`config.mk`:
```
export PLATFORM = sky130hd
export DESIGN_NAME = ffha_ram
export DESIGN_NICKNAME = d
export VERILOG_FILES = /design/src/hdl/ffha_ram.sv
export SDC_FILE = /design/constraint.sdc
export NUM_CORES = 1
export LEC_CHECK = 0
export BUFFER_PORTS_ARGS = -buffer_cell sky130_fd_sc_hd__buf_4
export CORE_ASPECT_RATIO = 1.4
export CORE_MARGIN = 10
export CORE_UTILIZATION = 55
export DETAILED_ROUTE_END_ITERATION = 10
export PLACE_DENSITY_LB_ADDON = 0.1
export SYNTH_ARGS = -nofsm -noshare
export SYNTH_HDL_FRONTEND = slang
export SYNTH_SLANG_ARGS = --single-unit
```
`constraint.sdc`:
```
create_clock -name clk -period 1.8 [get_ports clk]
set_input_delay 0.18 -clock clk [delete_from_list [all_inputs] [get_ports clk]]
set_output_delay 0.18 -clock clk [all_outputs]
set_load 0.1 [all_outputs]
```
`src/hdl/ffha_ram.sv`:
```
// Generic single-write, single-read RAM with registered read data.
module ffha_ram #(
    parameter int WIDTH = 8,
    parameter int DEPTH = 16
) (
    input  logic                     clk,
    input  logic                     we,
    input  logic [$clog2(DEPTH)-1:0] waddr,
    input  logic [WIDTH-1:0]         wdata,
    input  logic [$clog2(DEPTH)-1:0] raddr,
    output logic [WIDTH-1:0]         rdata
);

    logic [WIDTH-1:0] mem_reg [DEPTH];
    logic [WIDTH-1:0] rdata_reg;

    always_ff @(posedge clk)
    begin
        if (we)
        begin
            mem_reg[waddr] <= wdata;
        end
        rdata_reg <= mem_reg[raddr];
    end

    assign rdata = rdata_reg;

endmodule

```
==> Implementation_results.wiki, run 1 <==
{| class="wikitable"
! Metric !! Value
|-
| Status || finished, final reports clean
|-
| Data arrival time of the critical path || 1.62 ns
|-
| Placer's final routability congestion estimate || 0.753
|-
| Count of antenna diodes in the layout || 0
|-
| Vertical die dimension || 134 um
|-
| Largest net degree at the start of global routing || 17
|-
| Area contributors post-synth || edfxtp_1 (75%), mux4_2 (7.9%), mux4_1 (7.1%)
|-
| Required time at the endpoint of the critical path || 2.10 ns
|-
| Number of antenna violations at the first check in global routing || 0
|-
| Internal power summed over all cells || 5990 uW
|-
| Post-Route WL || 9450 um
|-
| Vias per Instance || 5.94
|-
| Power per Cell Area || 1210 nW/um^2
|-
| Most used flip-flop cell after synthesis || edfxtp_1
|-
| Final worst-path setup slack || 0.480 ns
|-
| Launch point of the worst reg-to-reg path || mem_reg[9][2]
|-
| Endpoint of the worst hold-timing path || mem_reg[15][4]
|-
| Number of cells in the finished layout apart from fillers || 408
|-
| Syn Nets || 247
|-
| Power share of the combinational group || 6.7%
|-
| Biggest area consumer among synthesized cells || edfxtp_1
|-
| Clk pin slew, worst setup/hold paths || 0.06 ns
|-
| Share of cells above drive strength 1 || 32.6%
|-
| Total of cells resized after clock tree synthesis || 0
|-
| Maximum buffer depth of the clock tree || 2
|-
| Final Skew || 0.00679 ns
|-
| Most frequent cell after synthesis || edfxtp_1
|-
| Growth of design area from synthesis to finish || 20.6%
|-
| # clock sinks || 136
|-
| Routed vias || 2422
|-
| Kind of start point of the critical path || flop
|-
| Post-CTS Hold Buffers || 0
|-
| Origin of the worst min-delay path || wdata[4]
|-
| Highest Clock Rate || 758 MHz
|-
| Clock root cell || clkbuf_16
|-
| Row count || 41
|-
| Proportion of total power due to net switching || 20.2%
|-
| Final Critical Period || 1.32 ns
|-
| Number of detailed-routing iterations run before antenna repair || 4
|-
| Top cell type's share of synthesized area || 74.7%
|-
| Number of buffers added on ports || 25
|-
| Hold Violations, Final || 0
|-
| Total setup buffers inserted after CTS || 0
|-
| Worst R2R End || rdata[2]
|-
| Count of flip-flops with a built-in enable after synthesis || 128
|-
| Warnings, synthesis || 0
|-
| Die Wd || 102 um
|-
| Final cycle utilization of the critical path || 73.3%
|-
| First-pass GRT wire length || 14600 um
|-
| Register bit count reported by yosys || 136
|-
| Antenna violation net count after detailed routing || 0
|-
| Number of instances in the synthesized netlist || 229
|-
| Net switching component of the power || 1520 uW
|-
| Number of CTS-inserted buffers || 17
|-
| Crit-path max FO || 1
|-
| Clk Latency, worst-skew pair || 0.42 ns
|-
| Clock tree from TritonCTS || done
|-
| Critical path start-end classification || reg2reg
|-
| Core Region || 9080 sq um
|-
| Count of max-cap constraint violations || 0
|-
| DP Cell Count || 376
|-
| Number of flip-flops under the largest register name || 128
|-
| Level count of the clock H-tree || 4
|-
| Initial core utilization || 56.7%
|-
| Crit path launch || mem_reg[9][2]
|-
| Element type at the critical path end || flop
|-
| I/O pin cnt || 26
|-
| Via count of the first global-routing pass || 2580
|-
| Post-synthesis instance area || 5150 sq um
|-
| Average cell area after synthesis || 22.5 sq um
|-
| Flop2flop setup slack || 0.48 ns
|-
| Total routing resource utilization after global routing || 15.2%
|-
| Final Slew Violations || 0
|-
| Cell depth of the worst flop-to-flop path || 3
|-
| Routed length per instance || 23.1 um
|-
| Worst IR Drop VDD || 0.000978 V
|-
| Top cell types by occurrence after synthesis || edfxtp_1 (128), mux4_2 (18), a22oi_1 (16)
|-
| Rel. slew slack || 61.3%
|-
| Layout Nets || 306
|-
| Pre-CTS setup slack || 0.210 ns
|-
| Unrepaired setup endpoints after global routing || false
|-
| Leakage component of the power || 0.00216 uW
|-
| DRC || 0
|-
| Initial DRC count || 150
|-
| Clock group share of total power || 45.8%
|-
| Worst hold path stage count || 1
|-
| Setup total negative slack || 0 ns
|-
| Grt total ovfl || 0
|-
| Seq/Total Area, Yosys || 77.8%
|-
| Share of flip-flops with an asynchronous set or reset after synthesis || 0%
|-
| Post-DP HPWL || 6440 um
|-
| Hold crit path type || in2reg
|-
| Area of the die || 13700 sq um
|-
| Transition at the pin with the smallest max-transition slack || 0.578 ns
|-
| Unique cell type count in the Yosys netlist || 19
|-
| Sequential share of power || 47.5%
|-
| Final setup vio count || 0
|}
[how the worst max path moves through the flow]
stage / end / slack, ns / cells after the start
after floorplan: mem_reg[0][0] / 0.13 / 2
after global placement: rdata[2] / 0.21 / 5
after detailed placement: rdata[2] / 0.21 / 5
after CTS: rdata[1] / 0.47 / 3
after global routing: rdata[2] / 0.41 / 3
final: rdata[2] / 0.48 / 3
[power groups by stage]
stage / sequential (uW) / combinational (uW) / clock (uW)
global route: 3570 / 538 / 3640
detailed placement: 3630 / 512 / 0
floorplan: 3780 / 180 / 0
global placement: 3630 / 508 / 0
CTS: 3570 / 513 / 3490
finish: 3570 / 505 / 3440
[worst max-delay path: stages (launching register included)]
cell and delay (ns):
edfxtp_1 0.34, mux4_1 0.49, a22oi_1 0.29, nand2_1 0.08
[layer usage]
layer	GRT usage (%)	routed length [um]	up-vias
met3	4.44	625	22
met1	18.9	3840	1221
met2	23.1	4700	86
li1	-	-	1093
met4	8.69	276	0
met5	0	0	-
[placed cells by master, fill, tap and decap left out]
cell / netlist / routed
edfxtp_1: 128 / 128
buf_4: 1 / 47
mux4_2: 18 / 18
clkbuf_16: 0 / 17
a22oi_1: 16 / 16
mux4_1: 14 / 14
nor2_1: 13 / 13
nand2_1: 9 / 9
dfxtp_1: 8 / 8
clkinv_2: 0 / 5
nor3_1: 4 / 4
clkbuf_8: 0 / 3
bufinv_16: 0 / 3
clkbuf_1: 0 / 3
buf_12: 0 / 3
nand3b_1: 2 / 2
nand2b_1: 2 / 2
nor2b_1: 1 / 1
and2_1: 1 / 1
and2b_1: 1 / 1
nand3_1: 1 / 1
or3b_2: 1 / 1
clkinv_4: 0 / 1
[cell type report]
class                   count  area, sq um
well taps                 107          134
repair buffers             50          413
flip-flops and latches    136         4000
multi-input cells          83         1060
fillers                   581         2870
clock inverters             9          124
clock buffers              23          478
[metrics by stage]
step	area [sq um]	power, uW	hold WS (ns)	utilization [%]
floorplan	5150	3960	0.279	-
detailed placement	5610	4140	0.499	61.8
global route	6210	7750	0.0809	68.4
global placement	5610	4140	0.492	61.8
finish	6210	7510	0.0735	68.4
CTS	6210	7570	0.0612	68.4
[cells by family after synthesis]
logic type / share of synthesized area (%)
flops: 77.8
compound gates: 2.33
buf+inv: 1.68
simple gates: 3.18
mux: 15.0
Note: power is estimated with default switching activity, not from simulation.
==> inputs of run 2 (changes only) <==
clock period = 1.3 ns   (was 1.8 ns; I/O delays follow)
==> Implementation_results.wiki, run 2 (synthesis gave the netlist of run 1 again) <==
{| class="wikitable"
! Metric !! Value
|-
| Crit-path max FO || 1
|-
| Vias per Instance || 5.92
|-
| Area of the die || 13700 sq um
|-
| Number of buffers added on ports || 25
|-
| Final worst-path setup slack || 0.0185 ns
|-
| Cell area after layout || 6260 sq um
|-
| Flop2flop setup slack || 0.02 ns
|-
| Final Slew Violations || 0
|-
| Post-Route WL || 9970 um
|-
| Number of detailed-routing iterations run before antenna repair || 4
|-
| DP Cell Count || 381
|-
| Row count || 41
|-
| Placer's final routability congestion estimate || 0.765
|-
| Critical path start-end classification || reg2reg
|-
| Via count of the first global-routing pass || 2673
|-
| Antenna violation net count after detailed routing || 0
|-
| Number of CTS-inserted buffers || 17
|-
| Kind of start point of the critical path || flop
|-
| Worst IR Drop VDD || 0.000942 V
|-
| Level count of the clock H-tree || 4
|-
| Vertical die dimension || 134 um
|-
| I/O pin cnt || 26
|-
| Die Wd || 102 um
|-
| Core Region || 9080 sq um
|-
| Grt total ovfl || 0
|-
| Number of fill cells in the layout || 581
|-
| Element type at the critical path end || flop
|-
| Final core utilization || 69.0%
|-
| Total routing resource utilization after global routing || 16.1%
|-
| Data arrival time of the critical path || 1.57 ns
|-
| Clock tree from TritonCTS || done
|-
| Pre-CTS setup slack || -0.298 ns
|-
| Initial core utilization || 56.7%
|-
| Rel. slew slack || 41.9%
|-
| Initial DRC count || 137
|-
| Post-DP HPWL || 6740 um
|-
| Share of cells above drive strength 1 || 39.5%
|-
| Final Skew || 0.00849 ns
|-
| DRC || 0
|-
| Post-CTS Hold Buffers || 0
|-
| Routed vias || 2443
|-
| Final Critical Period || 1.28 ns
|-
| Placement Cell Area || 5690 sq um
|-
| Unrepaired setup endpoints after global routing || true
|-
| Total power after layout || 10100 uW
|-
| Area of the multi-input gates || 1090 sq um
|-
| Clock root cell || clkbuf_16
|-
| Growth of design area from synthesis to finish || 21.7%
|-
| Most frequent cells in the layout || edfxtp_1 (128), buf_4 (50), mux4_2 (27)
|-
| Clk Latency, worst-skew pair || 0.41 ns
|-
| Layout Nets || 311
|-
| Final cycle utilization of the critical path || 98.6%
|-
| Highest Clock Rate || 780 MHz
|-
| Number of flip-flops under the largest register name || 128
|-
| First-pass GRT wire length || 15600 um
|-
| Hold Violations, Final || 0
|-
| Maximum buffer depth of the clock tree || 2
|-
| Power per Cell Area || 1620 nW/um^2
|-
| Hold crit path type || in2reg
|-
| Required time at the endpoint of the critical path || 1.59 ns
|-
| Final setup vio count || 0
|-
| Count of antenna diodes in the layout || 0
|-
| Largest net degree at the start of global routing || 17
|-
| Routed length per instance || 24.1 um
|-
| Leakage component of the power || 0.00214 uW
|-
| Clk pin slew, worst setup/hold paths || 0.06 ns
|-
| Reg area || 4000 sq um
|-
| Number of cells in the finished layout apart from fillers || 413
|-
| # clock sinks || 136
|-
| Transition at the pin with the smallest max-transition slack || 0.869 ns
|-
| Leading cell type in the layout, fill and taps excluded || edfxtp_1
|-
| Count of max-cap constraint violations || 0
|-
| Number of antenna violations at the first check in global routing || 0
|-
| Status || finished, final reports clean
|}
run 2: cell count changes in the layout (fill, tap and decap cells not counted), sizes merged:
cell and change:
clkbuf +6, buf +5, clkinv -4, bufinv -2
run 2: repair_timing:
action	4_1_cts	5_1_grt
resized for setup	11	8
buffers inserted	0	0
endpoints found under the setup margin	6	6
pin swaps	4	4
run 2: critical path, cell delays in order (launching register included):
cell	delay (ns)
edfxtp_1	0.37
mux4_2	0.49
a22oi_2	0.21
nand2_1	0.09
run 2: worst paths after layout:
| check | from | end | cells after the start |
|---|---|---|---|
| setup / recovery | mem_reg[11][4] | rdata[4] | 3 |
| hold / removal | wdata[1] | mem_reg[13][1] | 1 |
| setup reg to reg | mem_reg[11][4] | rdata[4] | 3 |
| hold reg to reg | mem_reg[14][2] | rdata[2] | 3 |
run 2: area by class of cell:
cell class / count / area share, %
sequential: 136 / 63.9
multi-input combinational: 83 / 17.4
clock buffer: 29 / 8.31
timing repair buffer: 55 / 7.59
tap: 107 / 2.14
clock inverter: 3 / 0.639
run 2: layer usage:
layer | up-vias | routed length [um] | global-route usage, %
li1 | 1092 | - | -
met1 | 1256 | 3820 | 18.9
met2 | 74 | 5440 | 26.3
met3 | 21 | 445 | 4.29
met4 | 0 | 259 | 8.93
met5 | - | 0 | 0
run 2: report_power, final:
part	switching [uW]	internal, uW
registers	30.5	4910
clock network	1560	2880
logic	491	274
run 2: through the flow:
step	hold slack, ns	setup TNS [ns]
after global placement	0.443	-4.37
after global routing	0.0392	-0.0340
after floorplan	0.229	-2.94
after detailed placement	0.443	-4.81
after CTS	0.0117	0
final	0.0291	0
